### src/rtl/core/pinv_pkg.sv
// shared constants for the pose inverter and path length unit
`default_nettype none
package pinv_pkg;

   localparam int QUAT_WIDTH_DEF = 16;
   localparam int POS_WIDTH_DEF  = 32;
   localparam int DIST_WIDTH_DEF = 48;

   // sequence index width is fixed by the result word
   localparam int CNT_W = 32;

   // words held between front and back
   localparam int QUEUE_DEPTH = 2;

   // multiply-accumulate program of the back end
   localparam int NUM_OPS          = 18;
   localparam int STEP_W           = 5;
   localparam int LAST_OP_NO_DIST  = 14;

endpackage
`default_nettype wire

### src/rtl/core/pinv_front.sv
// front end: takes request words, conjugates the quaternion and negates the translation
`default_nettype none
module pinv_front #(
   parameter int QUAT_WIDTH = pinv_pkg::QUAT_WIDTH_DEF,
   parameter int POS_WIDTH  = pinv_pkg::POS_WIDTH_DEF
) (
   input  wire                          req_valid,
   output logic                         req_stall,
   input  wire                          req_start_req,
   input  wire signed [QUAT_WIDTH-1:0]  req_quat_w,
   input  wire signed [QUAT_WIDTH-1:0]  req_quat_x,
   input  wire signed [QUAT_WIDTH-1:0]  req_quat_y,
   input  wire signed [QUAT_WIDTH-1:0]  req_quat_z,
   input  wire signed [POS_WIDTH-1:0]   req_trans_x,
   input  wire signed [POS_WIDTH-1:0]   req_trans_y,
   input  wire signed [POS_WIDTH-1:0]   req_trans_z,
   output logic                         push_valid,
   input  wire                          push_stall,
   output logic [1+4*QUAT_WIDTH+3*(POS_WIDTH+1)-1:0] push_data
);
   localparam int QW  = QUAT_WIDTH;
   localparam int V_W = POS_WIDTH + 1;
   localparam logic signed [QW-1:0] QMIN = {1'b1, {(QW-1){1'b0}}};
   localparam logic signed [QW-1:0] QMAX = {1'b0, {(QW-1){1'b1}}};

   logic signed [QW-1:0]  u_x, u_y, u_z;
   logic signed [V_W-1:0] v_x, v_y, v_z;

   function automatic logic signed [QW-1:0] neg_sat(input logic signed [QW-1:0] q);
      logic signed [QW-1:0] r;
      begin
         if (q == QMIN) begin
            r = QMAX;
         end else begin
            r = -q;
         end
         return r;
      end
   endfunction

   always_comb begin
      u_x = neg_sat(req_quat_x);
      u_y = neg_sat(req_quat_y);
      u_z = neg_sat(req_quat_z);
      // one extra bit so the negated minimum fits
      v_x = -V_W'(req_trans_x);
      v_y = -V_W'(req_trans_y);
      v_z = -V_W'(req_trans_z);
   end

   assign push_valid = req_valid;
   assign req_stall  = push_stall;
   assign push_data  = {req_start_req, req_quat_w, u_x, u_y, u_z, v_x, v_y, v_z};

endmodule
`default_nettype wire

### config.mk
export PLATFORM = sky130hd
export DESIGN_NAME = pinv_front
export DESIGN_NICKNAME = d
export VERILOG_FILES = /design/src/rtl/core/pinv_pkg.sv /design/src/rtl/core/pinv_front.sv
export SDC_FILE = /design/constraint.sdc
export NUM_CORES = 1
export LEC_CHECK = 0
export BUFFER_PORTS_ARGS = -buffer_cell sky130_fd_sc_hd__buf_2
export CAP_MARGIN = 30
export CORE_AREA = 2 2 126 128
export DETAILED_ROUTE_END_ITERATION = 10
export DIE_AREA = 0 0 128 130
export PLACE_DENSITY = 0.53
export SETUP_SLACK_MARGIN = 0.15
export SYNTH_ARGS = -nofsm -noshare
export SYNTH_HDL_FRONTEND = slang
export SYNTH_SLANG_ARGS = --single-unit
### constraint.sdc
create_clock -name vclk -period 2.5
set_clock_uncertainty 0.05 [all_clocks]
set_input_delay 0.25 -clock vclk [all_inputs]
set_output_delay 0.25 -clock vclk [all_outputs]
set_load 0.02 [all_outputs]
* After elaboration in Yosys (flattened, before gate mapping) *
Cells that the tools add are included.

word-level totals
  bits in registers = 0
  bits of input ports = 163
  output and inout port bits = 166
  logic and storage cells = 12

cells by class
  $add $sub $neg = 6
  eq/ne operators = 3
  multiplexer cells = 3

operators with widths
  operator                                number
  32-bit negator with 33-bit output       3
  16-bit == test (second input constant)  3
  16-bit 2-to-1 mux                       3
  16-bit negator                          3

* Logic depth before layout (Yosys ltp) *
Gate-level depths: netlist of the first run.

  depth in word-level cells = 2
  mapped depth = 7

* Least setup slack after synthesis of the first run *
OpenSTA, ideal clock, no wires.

  path kind = in2out
  start = input req_trans_z[18]
  end = output push_data[25]
  data arrival time = 2.036 ns
  required time = 2.200 ns
  slack = 0.164 ns
  stages on the path = 4
  cells stage by stage = or4_4 -> or3_4 -> or4_4 -> xor2_1

on the way
  longest elaborated chain between the ends = 1

RTL lines
  element                            line              text
  from (decl)                        pinv_front.sv:16  input wire signed [POS_WIDTH-1:0] req_trans_z,
  32-bit negator with 33-bit output  pinv_front.sv:48  v_z = -V_W'(req_trans_z);
  to (decl)                          pinv_front.sv:19  output logic [1+4*QUAT_WIDTH+3*(POS_WIDTH+1)-1:0] push_data

No other way between the ends.

* Worst setup path in the final report of the first run *
  start = input req_trans_z[16]
  end = output push_data[25]

Same word-level chain as after synthesis.

==> results.cfg, run 1 <==
[layout]
diodes = 0
drive_gt1_share_pct = 46.0
design.seq.count = 0
nClkBuffers = 0
seqCellArea_um2 = 0
stdcell_count = 962
area_growth_syn_to_layout_pct = 61.6
finalNetCount = 943

[flow_run]
max_cap_violations = 0

[timing]
setup_tns_ns = 0
slew-limit-headroom_pct = 69.0
period_needed_ns = 2.37
whs_ns = 0.450
setup_viol = 0
tightest_slew_ns = 0.461
hold_violations = 0
finalCritPeriodShare_pct = 94.7
maxSlewViolCount = 0
clock.fmax_mhz = 423
setup_ws_ns = 0.133
rsz0062_at_grt = true

[floorplan]
boundaryPins = 329
core_um2 = 15400
start_util_pct = 20.0
fp.dieH_um = 130
die_x_um = 128
design.die.area_um2 = 16600
rows = 46

[logic_synthesis]
synth.distinct_cells = 42
synthAdderAreaFrac_pct = 3.25
yosys_warnings = 0
synth_top_area_cell = xnor2_1
synth_simple_gate_area_share_pct = 48.6
synth-seq-area-share_pct = 0
synth_compound_area_share_pct = 4.63
syn-num-nets = 645
synthMuxAreaShare_pct = 2.27
synth_top_family_by_area = simple AND/OR/NAND/NOR gates
synthCells = 474
syn_area_um2 = 3080
synth_xor_area_share_pct = 32.7
synth_area_per_cell_um2 = 6.50
yosys.area.top_type_share_pct = 18.2
yosys-top-cells-area = xnor2_1, xor2_1, nand2_1, nor3_1, nor4_1

[global_routing]
grt_pass1_vias = 4052
antenna_found_initial = 0
overflow = 0
grt_pass1_wl_mm = 20.4
track_usage_pct = 14.6
grt_start_max_net_pins = 14

[placement]
dpl.cell_count = 956
portBuffers = 291
pre_cts_ws_ns = 0.0743
globalplace.congestion = 0.868
post-dp-hpwl_mm = 12.0

[critical_path]
critPathKind = input port to output pin
critPathArrivalTime_ns = 2.07
end_kind = output pin
cp_max_fo = 2
required_ns = 2.20
worstSetupStartpointType = input port

[drt]
post_drt_wl_per_cell_um = 14.4
viasPerCell = 4.71
postRouteAntennaNets = 0
detail_route.first_pass.iterations = 4
drcViolationCount = 0
drt_wl_total_mm = 13.8
drtIter0Drc = 184
via_count = 4527

[worst_hold_path]
hp-class = input port to output pin

[cts]
ctsHoldBuffers = 0

[status]
status = completed

[power]
ir_drop_v = 0.0000661
p_leak_nw = 2.25
powerDensity_nw_per_um2 = 158
==> final timing paths <==
path                            start              to  slack (ns)  cells after the start
worst min-delay path    req_quat_w[3]  push_data[150]        0.45                      0
worst max-delay path  req_trans_z[16]   push_data[25]        0.13                      6
==> cell families after synthesis <==
| group | after synthesis |
|---|---|
| adders and majority gates | 8 |
| AOI/OAI and AO/OA | 21 |
| muxes | 7 |
| xor gates and xnor gates | 115 |
| buffers and inverters | 48 |
| and+or+nand+nor | 275 |
==> worst max-delay path, cell delays in order <==
cell and delay (ns):
buf_2 0.11, or4_4 0.54, or3_4 0.35, or4_4 0.51
xor2_1 0.15, buf_4 0.15
==> metal layers <==
| layer | part of all wire [%] | wire (um) | vias to the layer above | global-route usage, % |
|---|---|---|---|---|
| met1 | 43 | 5940 | 2069 | 19.0 |
| met3 | 5.8 | 808 | 16 | 1.48 |
| met5 | 0 | 0 | - | 0 |
| met4 | 1.2 | 172 | 0 | 1.87 |
| met2 | 50 | 6930 | 174 | 26.9 |
| li1 | - | - | 2268 | - |
==> synthesized netlist by cell type (all sizes together) <==
cell type   n
and3b       1
a21oi       7
xor2       51
and4        1
mux2i       7
a21boi      2
nand4b     10
nor3b       9
o31ai       2
nand2      59
or2         1
ha          8
and2        4
inv        15
nand3      14
or3         9
o32ai       1
or3b        1
nor2       48
a31o        1
nor3       42
xnor2      64
clkbuf     10
a41o        1
buf        23
nor4       30
nand2b      4
or4        18
o31a        1
o41ai       2
o21ai       3
nor4b       5
nand4      14
nand3b      3
and3        2
a41oi       1
==> repair_timing <==
action,4_1_cts,5_1_grt
pin swaps,3,3
resized for setup,3,22
setup buffers,2,4
endpoints found under the setup margin,4,49
==> layout by cell type, fill, tap and decap left out, types with 3 or more instances in the layout <==
cell and n:
buf_4 41, xor2_1 51, ha_1 8, mux2i_1 7, o21ai_0 3, nand3b_1 3
nand2b_1 4, buf_2 286, nor3_1 41, nor4_1 18, nand2_1 59, nor4b_1 3
nand4_1 14, nand4b_1 10, nor2_1 48, nor3b_1 9, xnor2_1 64, nor4_2 11
or4_1 13, a21oi_1 7, or4_4 5, and2_1 3, or3_1 8, nand3_1 14
inv_1 15
==> through the flow <==
| stage | instance area (um^2) | utilization [%] | total power, mW |
|---|---|---|---|
| after floorplan | 3080 | - | 0.430 |
| after global placement | 4810 | 31.2 | 0.774 |
| after detailed placement | 4810 | 31.2 | 0.772 |
| after CTS | 4840 | 31.4 | 0.777 |
| after global routing | 4980 | 32.3 | 0.848 |
| final | 4980 | 32.3 | 0.787 |
==> cell type report <==
class | count | area, um^2
tap | 192 | 240
timing repair buffer | 329 | 1760
multi-input combinational | 426 | 2920
inverter | 15 | 56.3
fill | 1734 | 10400
==> where the power goes <==
group / internal [mW] / switching, mW / total [mW] / leakage [nW]
logic: 0.303 / 0.483 / 0.787 / 2.25
clock network: 0 / 0 / 0 / 0
registers: 0 / 0 / 0 / 0
Power figures use the tool's default switching activity.
==> inputs of run 2 (changes only) <==
==> constraint.sdc (replaced) <==
create_clock -name vclk -period 2.5
set_clock_uncertainty 0.05 [all_clocks]
set_input_delay 0.125 -clock vclk [all_inputs]
set_output_delay 0.125 -clock vclk [all_outputs]
set_load 0.02 [all_outputs]
==> results.cfg, run 2 (synthesized netlist as in run 1, its figures left out) <==
[status]
status = completed

[layout]
seqCellArea_um2 = 0
final_common_cell = buf_2
area_growth_syn_to_layout_pct = 53.0
design.seq.count = 0
finalNetCount = 924
stdcell_area_um2 = 4720
drive_gt1_share_pct = 42.2
nClkBuffers = 0
final_cell_mix = buf_2, xnor2_1, nand2_1, xor2_1, nor2_1

[timing]
clock.fmax_mhz = 446
finalCritPeriodShare_pct = 89.7
period_needed_ns = 2.24
hold_violations = 0
setup_tns_ns = 0
tightest_slew_ns = 0.573
slew-limit-headroom_pct = 61.4
maxSlewViolCount = 0
setup_viol = 0
rsz0062_at_grt = false

[drt]
via_count = 4405
detail_route.first_pass.iterations = 5
postRouteAntennaNets = 0
drt_wl_total_mm = 13.1
drcViolationCount = 0
post_drt_wl_per_cell_um = 13.8
viasPerCell = 4.67
drtIter0Drc = 178

[critical_path]
critPathKind = input port to output pin
path_delay_family = simple AND/OR/NAND/NOR gates
critPathArrivalTime_ns = 2.07
crit_path_max_incr_delay_ns = 0.67
worstSetupStartpointType = input port
slowest_stage = or4_1
crit_buf_inv = 2
cp_max_fo = 6
crit_chain = buf_2 -> or4_1 -> nor4b_4 -> or3b_1 -> mux2i_1 -> buf_2
cp_common_cell = buf_2
end_kind = output pin
required_ns = 2.33

[global_routing]
overflow = 0
grt_pass1_wl_mm = 19.7
track_usage_pct = 14.1
grt_pass1_vias = 3969
antenna_found_initial = 1
grt_start_max_net_pins = 14

[power]
ir_drop_v = 0.0000616
power_frac_seq_pct = 0
pwr-share-clk_pct = 0
p_comb_share_pct = 100.0
powerDensity_nw_per_um2 = 162
internal-power_uw = 292
p_leak_nw = 2.14
netSwitchingPower_uw = 471
switching_share_pct = 61.7

[floorplan]
boundaryPins = 329
die_x_um = 128
fp.dieH_um = 130
start_util_pct = 20.0
rows = 46
design.die.area_um2 = 16600
core_um2 = 15400

[cts]
post_cts_resized = 0
ctsHoldBuffers = 0
post_cts_buffers = 0

[worst_hold_path]
hp-class = input port to output pin

[placement]
post-dp-hpwl_mm = 11.7
portBuffers = 291
post_dp_cell_area_um2 = 4710
globalplace.congestion = 0.883

[flow_run]
max_cap_violations = 0
-- run 2: final timing paths --
| check | startpoint | to | slack (ns) | cells after the start |
|---|---|---|---|---|
| max | req_quat_z[6] | push_data[111] | 0.26 | 6 |
| min | req_quat_w[3] | push_data[150] | 0.20 | 0 |
-- run 2: through the flow --
stage	hold slack, ns	power [mW]	setup WS (ns)	utilization (%)	std cells
after global placement	0.200	0.768	0.273	30.6	943
after CTS	0.200	0.767	0.266	30.6	943
after global routing	0.200	0.827	0.163	30.6	943
final	0.200	0.763	0.258	30.6	944
after detailed placement	0.200	0.764	0.271	30.6	943
after floorplan	0.277	0.430	0.414	-	474
-- run 2: area by class of cell --
cell class,instances,area (um^2)
fill,1749,10700
antenna,1,2.50
timing repair buffer,310,1600
multi-input combinational,426,2820
tap,192,240
inverter,15,56.3
-- run 2: power groups by stage --
stage               sequential (mW)  combinational (mW)    clock (mW)
floorplan                         0               0.430             0
global placement                  0               0.768             0
detailed placement                0               0.764             0
CTS                               0               0.767             0
global route                      0               0.827             0
finish                            0               0.763  0.0000000535
-- run 2: per-layer routing --
layer / vias to the layer above / share of wire, % / track usage (%)
met3: 20 / 6.9 / 2.26
li1: 2227 / - / -
met4: 0 / 1.7 / 2.33
met1: 1968 / 42 / 17.4
met2: 190 / 50 / 26.4
met5: - / 0 / 0
