==> src/rtl/core/pinv_pkg.sv <==
// shared constants for the pose inverter and path length unit
`default_nettype none
package pinv_pkg;

   localparam int QUAT_WIDTH_DEF = 16;
   localparam int POS_WIDTH_DEF  = 32;
   localparam int DIST_WIDTH_DEF = 48;

   // sequence index width is fixed by the result word
   localparam int CNT_W = 32;

   // words held between front and back
   localparam int QUEUE_DEPTH = 2;

   // multiply-accumulate program of the back end
   localparam int NUM_OPS          = 18;
   localparam int STEP_W           = 5;
   localparam int LAST_OP_NO_DIST  = 14;

endpackage
`default_nettype wire

==> src/rtl/core/pinv_queue.sv <==
// small word queue between front and back end
`default_nettype none
module pinv_queue #(
   parameter int DATA_W = 8,
   parameter int DEPTH  = pinv_pkg::QUEUE_DEPTH
) (
   input  wire               clock,
   input  wire               reset,
   input  wire               push_valid,
   output logic              push_stall,
   input  wire  [DATA_W-1:0] push_data,
   output logic              pop_valid,
   input  wire               pop_ready,
   output logic [DATA_W-1:0] pop_data
);
   localparam int PTR_W = (DEPTH > 1) ? $clog2(DEPTH) : 1;
   localparam int CNT_W = $clog2(DEPTH + 1);

   logic [DATA_W-1:0] mem_ff [DEPTH];
   logic [PTR_W-1:0]  wr_ptr_ff, rd_ptr_ff;
   logic [CNT_W-1:0]  cnt_ff;
   logic              push_go, pop_go;

   assign push_stall = (cnt_ff == CNT_W'(DEPTH));
   assign pop_valid  = (cnt_ff != '0);
   assign pop_data   = mem_ff[rd_ptr_ff];
   assign push_go    = push_valid && !push_stall;
   assign pop_go     = pop_ready && pop_valid;

   always_ff @(posedge clock) begin
      if (reset) begin
         wr_ptr_ff <= '0;
         rd_ptr_ff <= '0;
         cnt_ff    <= '0;
      end else begin
         if (push_go) begin
            mem_ff[wr_ptr_ff] <= push_data;
            wr_ptr_ff <= (wr_ptr_ff == PTR_W'(DEPTH - 1)) ? '0 : wr_ptr_ff + 1'b1;
         end
         if (pop_go) begin
            rd_ptr_ff <= (rd_ptr_ff == PTR_W'(DEPTH - 1)) ? '0 : rd_ptr_ff + 1'b1;
         end
         if (push_go && !pop_go) begin
            cnt_ff <= cnt_ff + 1'b1;
         end else if (pop_go && !push_go) begin
            cnt_ff <= cnt_ff - 1'b1;
         end
      end
   end

endmodule
`default_nettype wire

==> config.mk <==
export PLATFORM = sky130hd
export DESIGN_NAME = pinv_queue
export DESIGN_NICKNAME = d
export VERILOG_FILES = /design/src/rtl/core/pinv_pkg.sv /design/src/rtl/core/pinv_queue.sv
export SDC_FILE = /design/constraint.sdc
export NUM_CORES = 1
export LEC_CHECK = 0
export ABC_AREA = 1
export BUFFER_PORTS_ARGS = -buffer_cell sky130_fd_sc_hd__buf_2
export CORE_MARGIN = 2
export CORE_UTILIZATION = 53
export DETAILED_ROUTE_END_ITERATION = 7
export GPL_TIMING_DRIVEN = 0
export PLACE_DENSITY = 0.87
export SYNTH_ARGS = -nofsm -noshare
export SYNTH_HDL_FRONTEND = slang
export SYNTH_SLANG_ARGS = --single-unit
==> constraint.sdc <==
create_clock -name clock -period 2.6 [get_ports clock]
set_input_delay 0.52 -clock clock [delete_from_list [all_inputs] [get_ports clock]]
set_output_delay 0.52 -clock clock [all_outputs]
set_load 0.05 [all_outputs]
=== Word level (Yosys, flattened, before mapping) ===
Memories as Yosys holds them, arrays and structs flattened. A register that Yosys moved wholly into a read port is not among the register bits.
Index checks and enable logic that the tools add are counted.

* Logic and storage cells: 27
* Register bits: 4
* Memories kept: 1
* Memory bits (writable): 16
* Input port bits: 12
* Output and inout bits: 10

{| class="wikitable"
|+ Memories
! name !! words !! width !! rd ports !! clocked after Yosys merged registers in !! wr ports !! line !! RTL
|-
| mem_ff || 2 || 8 || 1 || 1 || 1 || pinv_queue.sv:19 || <nowiki>logic [DATA_W-1:0] mem_ff [DEPTH];</nowiki>
|}

* Muxes and demuxes: 9
* Eq/ne operators: 1
* $add $sub $neg: 4
* Reductions and logical operators: 9

{| class="wikitable"
|+ Operator list
! kind !! count
|-
| 1-bit two-way mux || 7
|-
| 1-bit logical AND || 4
|-
| 2-bit two-way mux || 2
|-
| 2-bit nonzero test || 2
|-
| 1-bit logical NOT || 3
|-
| 1-bit adder (second input constant) || 2
|-
| 2-bit by 1-bit adder with 2-bit output (second input constant) || 1
|-
| 2-bit equality test (second input constant) || 1
|-
| 2-bit by 1-bit subtractor with 2-bit output (second input constant) || 1
|}

=== Logic depth before layout (Yosys ltp) ===
Gate-level depths: netlist of run 1.

* Word-level depth: 7
* Gate-level depth with buffers: 10
* Gate-level depth less buffers: 10

=== Worst setup path after synthesis of run 1 ===
No wires, ideal clock.

* Path kind: input to register
* From: input push_valid
* To: memory mem_ff[1][0], enable pin
* Data required time: 2.217 ns
* Stages: 2
* Setup slack: 1.000 ns
* Arrival: 1.217 ns
* Buffers on the path: 0
* Path through: o21ai_0 nor3_1

* Longest elaborated chain between the ends: 4

{| class="wikitable"
|+ Ends and longest elaborated chain
! item !! line !! RTL
|-
| from (decl) || pinv_queue.sv:9 || <nowiki>input wire push_valid,</nowiki>
|-
| 1-bit logical AND || pinv_queue.sv:27 || <nowiki>assign push_go = push_valid && !push_stall;</nowiki>
|-
| 1-bit two-way mux || pinv_queue.sv:36 || <nowiki>if (push_go) begin</nowiki>
|-
| 1-bit two-way mux || pinv_queue.sv:31 || <nowiki>if (reset) begin</nowiki>
|-
| 1-bit two-way mux (implied by the code) || pinv_queue.sv:37 || <nowiki>mem_ff[wr_ptr_ff] <= push_data;</nowiki>
|-
| to (decl) || pinv_queue.sv:19 ||
|}

No other way between the ends.

==> reports/metrics.csv, run 1 <==
stage,metric,value,unit
drt,drcViolationCount,0,
flow_run,maxCapViolations,0,
drt,dr.first_iter.drc_count,11,
status,outcome,"complete, no violations",
yosys,syn-cell-area,838,um2
grt,grt_max_degree,12,
layout,final_util,66.5,%
critical_path,crit_path_top_delay_cell,mux2_2,
critical_path,required,2.08,ns
timing,clock.fmax,527,MHz
layout,mostFrequentLayoutCells,"22 x buf_2, 16 x edfxtp_1, 9 x nand2_1, 8 x mux2_2, 7 x inv_1",
drt,vias,526,
layout,nets,102,
clock_network,clock_sinks,21,
power_and_ir_drop,vdd_drop_max,494,uV
floorplan,placementRows,14,
layout,drive_above_1_share,43.2,%
critical_path,worstPathArrival,1.38,ns
critical_path,cp-end-kind,output pin,
clock_network,tritoncts,done,
floorplan,die_area,1920,um2
critical_path,critPathKind,reg -> out,
critical_path,crit_buf_inv,2,
timing,fin_crit_sh,72.9,%
floorplan,die_y,43.8,um
critical_path,critPathMostFrequentCell,buf_2,
clock_network,clk-insertion-delay-late,0.29,ns
clock_network,clockBufferDepth,2,
layout,stdcell_area,990,um2
yosys,synth_area_leader_cell,edfxtp_1,
floorplan,coreArea,1490,um2
clock_network,postCtsSetupRepairBufs,0,
yosys,synth_area_leaders,"edfxtp_1 57%, dfxtp_1 12%, mux2_2 11%, nand2_1 4.0%, inv_1 3.1%",
grt,antenna_found_initial,0,
layout,final_common_cell,buf_2,
drt,drt-total-wl,1260,um
critical_path,path_delay_family,buffers and inverters,
timing,slew_headroom,22.6,%
clock_network,clock-root-buffer,clkbuf_4,
clock_network,cts_resized,0,
yosys,synth.avg_cell_area,13.3,um2
critical_path,cp-start-kind,flip-flop,
yosys,syn_nets,76,
critical_path,crit_fanout,8,
timing,hold_viol_final,0,
yosys,ys_ff_latch,21,
floorplan,pin_count,22,
floorplan,initial_core_util,56.3,%
timing,rsz0062_at_grt,false,
timing,timing.hold.ws,0.416,ns
power_and_ir_drop,p_per_area,994,nW/um2
place,port_buffers,21,
layout,antenna_cells,0,
grt,grt_usage,14.4,%
clock_network,clkTransAtPathRegs,0.11,ns
place,hpwlAfterDp,967,um
critical_path,cp_slowest_stage_delay,0.36,ns
timing,worstMarginPinSlew,1.15,ns
grt,grt_pass1_wl,1970,um
yosys,yosysUniqueCellTypes,17,
grt,grt_pass1_vias,499,
drt,viasPerCell,5.06,
place,place.gp.congestion,0.706,
timing,setup_viol,0,
hold_path,hp-class,in -> reg,
drt,final_antenna_net_count,0,
clock_network,cts_hold_buf,0,
clock_network,cts_max_level,1,
place,place_area,963,um2
yosys,synth_top_area_share,57.3,%
timing,min_period,1.90,ns
drt,firstDrtPassIters,4,
drt,wire_per_inst,12.1,um
floorplan,die_x,43.8,um
yosys,seq_area_frac_synth,69.3,%
yosys,syn_inst,63,
clock_network,numCtsBuffers,3,
timing,clock_skew,0.00412,ns
yosys,yosys_warnings,0,
timing,setup-tns-final,0,ns
layout,syn_to_final_growth,18.1,%
grt,overflow,0,
power_and_ir_drop,leakage,0.411,nW
critical_path,crit_chain,buf_2 > mux2_2 > buf_2,
timing,slew_violations,0,
[synthesized netlist by cell type]
cell       n
inv_1      7
dfxtp_1    5
nor2_4     1
mux2_2     8
ha_1       1
nor2_2     1
o21ai_0    2
nand3_1    2
nand4_1    1
nor2_1     4
nand2_1    9
a21oi_1    1
nor3_1     1
edfxtp_1  16
inv_2      1
a21oi_2    2
buf_2      1
[path summary, 6_finish.rpt]
kind	cells past startpoint	from	slack (ns)	endpoint
max	3	flip-flop	0.70	pop_data[4]
min	1	push_data[1]	0.42	mem_ff[1][1]$_DFFE_PP_
max reg2reg	2	cnt_ff[0]$_SDFFE_PP0P_	0.73	mem_ff[1][2]$_DFFE_PP_
min reg2reg	2	wr_ptr_ff$_SDFFE_PP0P_	0.48	wr_ptr_ff$_SDFFE_PP0P_
[stage by stage]
stage	cells	power, mW	worst slack (ns)
after floorplan	63	0.769	1.00
after global placement	100	0.838	0.661
after detailed placement	100	0.850	0.518
after CTS	104	0.994	0.653
after global routing	104	1.04	0.558
final	104	0.984	0.704
[registers in the layout, summed over array words and instances, names as in the netlist, named ones only]
register / cells
rd_ptr_ff: 1
cnt_ff: 2
wr_ptr_ff: 1
mem_ff: 16
[where the power goes]
part | total [mW] | internal, mW | switching, mW
sequential | 0.432 | 0.409 | 0.0229
combinational | 0.406 | 0.115 | 0.292
clock | 0.145 | 0.0596 | 0.0858
[cells by family after synthesis]
family | count (synthesis) | synth area share, %
adder cells (fa/ha/maj) | 1 | 1.49
multiplexers | 8 | 10.7
flip-flops | 21 | 69.3
AND/OR/NAND/NOR | 19 | 10.4
buffers and inverters | 9 | 4.18
AO/OA/AOI/OAI | 5 | 3.88
[per-layer routing]
metal,GRT usage (%),vias up,share of wire [%]
li1,-,268,-
met1,14.9,244,38
met2,27.1,12,56
met3,2.92,2,5.2
met4,7.27,0,0.40
met5,0,-,0
[final cells by class]
class / instances / area (um2)
repair buffers: 21 / 105
multi-input cells: 33 / 223
clock buffers: 4 / 26.3
fillers: 119 / 499
inverters: 8 / 30.0
flip-flops and latches: 21 / 581
plain buffers: 1 / 5.00
well taps: 16 / 20.0
[worst reg2reg max path, delay by kind of cell, from the launching register on]
family           cells  cell delay (ns)
AND/OR/NAND/NOR      1             0.89
AO/OA/AOI/OAI        1             0.15
flip-flops           1             0.44
Power figures use the tool's default switching activity.
==> inputs of run 2 (changes only) <==
--- a/config.mk
+++ b/config.mk
@@ -5,13 +5,13 @@
 export SDC_FILE = /design/constraint.sdc
 export NUM_CORES = 1
 export LEC_CHECK = 0
-export ABC_AREA = 1
+export ABC_AREA = 0
 export BUFFER_PORTS_ARGS = -buffer_cell sky130_fd_sc_hd__buf_2
 export CORE_MARGIN = 2
-export CORE_UTILIZATION = 53
+export CORE_UTILIZATION = 44
 export DETAILED_ROUTE_END_ITERATION = 7
 export GPL_TIMING_DRIVEN = 0
-export PLACE_DENSITY = 0.87
+export PLACE_DENSITY = 0.79
 export SYNTH_ARGS = -nofsm -noshare
 export SYNTH_HDL_FRONTEND = slang
 export SYNTH_SLANG_ARGS = --single-unit
==> constraint.sdc (replaced) <==
create_clock -name clock -period 1.6 [get_ports clock]
set_input_delay 0.32 -clock clock [delete_from_list [all_inputs] [get_ports clock]]
set_output_delay 0.32 -clock clock [all_outputs]
set_load 0.05 [all_outputs]
==> run 2 against run 1 <==
Net effect:
- utilization decreased by 3.6 points
- combinational power increased by 110%
- hold slack worse by 0.21 ns
- largest cell class unchanged
- clock-buffer cell count fell by 1
- critical path depth did not move
- critical path type unchanged
- sequential power increased by 67%
- largest power group is now combinational cells
- die area grew 14%
==> reports/metrics.csv, run 2 <==
stage,metric,value,unit,change
status,outcome,"complete, no violations",,
yosys,synth_top_area_share,59.9,%,+2.6 points
place,port_buffers,21,,unchanged
grt,antenna_found_initial,0,,unchanged
timing,fin_crit_sh,98.7,%,
grt,overflow,0,,unchanged
place,place_area,946,um2,-1.8%
drt,drcViolationCount,0,,unchanged
layout,syn_to_final_growth,35.4,%,
yosys,yosysMostFrequentCell,edfxtp_1,,
critical_path,worstPathArrival,1.26,ns,-0.12 ns
critical_path,cp-start-kind,flip-flop,,
drt,vias,483,,-8.2%
grt,grtUsageMet3,4.31,%,+1.4 points
layout,finalNonFillerCells,103,,-0.96%
critical_path,crit_path_end,pop_data[3],,
grt,grt_pass1_wl,1930,um,-2.1%
layout,nets,92,,-9.8%
hold_path,hold_depth,1,,unchanged
clock_network,cts_hold_buf,0,,unchanged
yosys,ys_ff_latch,21,,unchanged
timing,fin_ws,0.0201,ns,-0.684 ns
critical_path,r2r-start,cnt_ff[1]$_SDFFE_PP0P_,,
grt,gr-max-usage-layer,met2,,
floorplan,die_x,46.7,um,+6.7%
timing,clock_skew,0.00548,ns,+0.00136 ns
place,placed_cells,97,,-3.0%
drt,drt-total-wl,1230,um,-2.5%
layout,mostFrequentLayoutCells,"16 x edfxtp_1, 13 x buf_2, 8 x buf_6, 7 x mux2_2",,
layout,final_common_cell,edfxtp_1,,
floorplan,placementRows,15,,+1
floorplan,pin_count,22,,unchanged
power_and_ir_drop,vdd_drop_max,1200,uV,+140%
yosys,synth.avg_cell_area,15.7,um2,+18%
floorplan,coreArea,1730,um2,+16%
yosys,syn-cell-area,802,um2,-4.3%
clock_network,numCtsBuffers,3,,unchanged
layout,top_regs,"mem_ff: 16 flops, cnt_ff: 2 flops",,
timing,slew_violations,0,,unchanged
place,pre_cts_ws,-0.425,ns,-0.943 ns
critical_path,r2r_end,cnt_ff[1]$_SDFFE_PP0P_,,
yosys,async_flop_share,0,%,unchanged
critical_path,critPathKind,reg -> out,,
clock_network,clock-root-buffer,clkbuf_4,,
critical_path,r2r_slack,0.07,ns,-0.66 ns
floorplan,die_area,2180,um2,+14%
grt,grt_usage,13.1,%,-1.3 points
timing,rsz0062_at_grt,true,,
clock_network,clk-insertion-delay-late,0.29,ns,about the same
grt,use_met2,21.9,%,-5.1 points
clock_network,cts_max_level,1,,unchanged
layout,regMostFlops,mem_ff,,
layout,drive_above_1_share,57.7,%,+15 points
yosys,syn_inst,51,,-19%
floorplan,die_y,46.7,um,+6.7%
clock_network,tritoncts,done,,
yosys,synth_area_leaders,"edfxtp_1 60%, dfxtp_1 12%, mux2_2 11%, xor2_1 3.3%, o21ai_0 1.9%",,
place,hpwlAfterDp,856,um,-11%
floorplan,initial_core_util,46.4,%,-9.9 points
grt,grt_pass1_vias,465,,-6.8%
yosys,synthFlopType,edfxtp_1,,
layout,antenna_cells,0,,unchanged
timing,min_period,1.58,ns,
critical_path,required,1.28,ns,-0.80 ns
layout,stdcell_area,1090,um2,+9.7%
hold_path,hp-class,in -> reg,,
grt,grtUsageMet1,14.9,%,about the same
yosys,seq_area_frac_synth,72.4,%,+3.1 points
drt,dr.first_iter.drc_count,12,,+1
timing,slew_headroom,56.3,%,+34 points
critical_path,reg2reg_depth,6,,+4
yosys,synth_area_leader_cell,edfxtp_1,,
clock_network,clkTransAtPathRegs,0.11,ns,about the same
drt,firstDrtPassIters,4,,unchanged
place,place.gp.congestion,0.638,,-9.6%
yosys,synth_common_cells,"16 x edfxtp_1, 8 x mux2_2, 5 x dfxtp_1",,
yosys,yosys_warnings,0,,unchanged
clock_network,clockBufferDepth,2,,unchanged
drt,final_antenna_net_count,0,,unchanged
power_and_ir_drop,leakage,0.428,nW,+4.2%
drt,viasPerCell,4.69,,-7.3%
yosys,yosysUniqueCellTypes,16,,-1
timing,clock.fmax,633,MHz,
power_and_ir_drop,finalPower,1.82,mW,+85%
timing,setup_viol,0,,unchanged
power_and_ir_drop,p_per_area,1670,nW/um2,+68%
clock_network,clock_sinks,21,,unchanged
grt,grt_max_degree,13,,+1
timing,hold_viol_final,0,,unchanged
flow_run,maxCapViolations,0,,unchanged
layout,largest_register_ffs,16,,unchanged
drt,wire_per_inst,11.9,um,-1.5%
timing,worstMarginPinSlew,0.652,ns,-0.499 ns
critical_path,crit_fanout,8,,unchanged
yosys,syn_nets,64,,-16%
critical_path,cp-end-kind,output pin,,
yosys,synth_edf_count,16,,unchanged
## run 2: where the power goes
part           internal (mW)  switching (mW)
sequential             0.674          0.0489
combinational          0.360           0.494
clock                 0.0928           0.146
## run 2: worst min-delay path by stage
| stage | from | to | slack [ns] |
|---|---|---|---|
| 6_report | push_data[7] | mem_ff[1][7]$_DFFE_PP_ | 0.21 |
| 5_1_grt | push_data[5] | mem_ff[1][5]$_DFFE_PP_ | 0.20 |
| 4_1_cts | push_data[7] | mem_ff[1][7]$_DFFE_PP_ | 0.20 |
| 3_5_place_dp | wr_ptr_ff$_SDFFE_PP0P_ | wr_ptr_ff$_SDFFE_PP0P_ | 0.49 |
| 3_3_place_gp | wr_ptr_ff$_SDFFE_PP0P_ | wr_ptr_ff$_SDFFE_PP0P_ | 0.48 |
| 2_1_floorplan | reset | cnt_ff[1]$_SDFFE_PP0P_ | 0.39 |
## run 2: repair_timing
action                                  4_1_cts  5_1_grt
endpoints found under the setup margin       25       14
gates cloned                                  0        0
gates resized for setup                      26        2
pin swaps                                     0        1
setup buffers                                 1        1
hold endpoints to repair                      0        0
## run 2: critical path: stages (launching register included)
cell	delay, ns
dfxtp_2	0.34
buf_6	0.13
mux2_2	0.35
buf_6	0.15
## run 2: cells by family (layout without fill, tap and decap cells)
logic type | after synthesis | in the layout | synth area share [%]
buf+inv | 3 | 30 | 1.56
mux | 8 | 8 | 11.2
xor+xnor | 3 | 3 | 3.28
simple gates | 10 | 10 | 6.87
compound gates | 5 | 5 | 3.12
fa+ha+maj | 1 | 1 | 1.56
flops | 21 | 21 | 72.4
## run 2: cell type report
class	instances	area, um2
clock inverters	1	5.00
plain buffers	1	11.3
well taps	25	31.3
fillers	152	641
repair buffers	23	174
inverters	2	7.51
multi-input cells	27	250
clock buffers	3	22.5
flip-flops and latches	21	584
## run 2: per-stage QoR
step	hold WS [ns]	util, %	TNS [ns]
after floorplan	0.389	-	-2.72
after global placement	0.478	54.8	-6.03
after detailed placement	0.494	54.8	-6.40
after CTS	0.196	62.0	0
after global routing	0.196	62.9	-0.221
final	0.206	62.9	0
## run 2: layer usage
| metal | routed length [um] | up-vias |
|---|---|---|
| met5 | 0 | - |
| met4 | 9 | 0 |
| met3 | 70 | 2 |
| met2 | 644 | 15 |
| met1 | 505 | 226 |
| li1 | - | 240 |
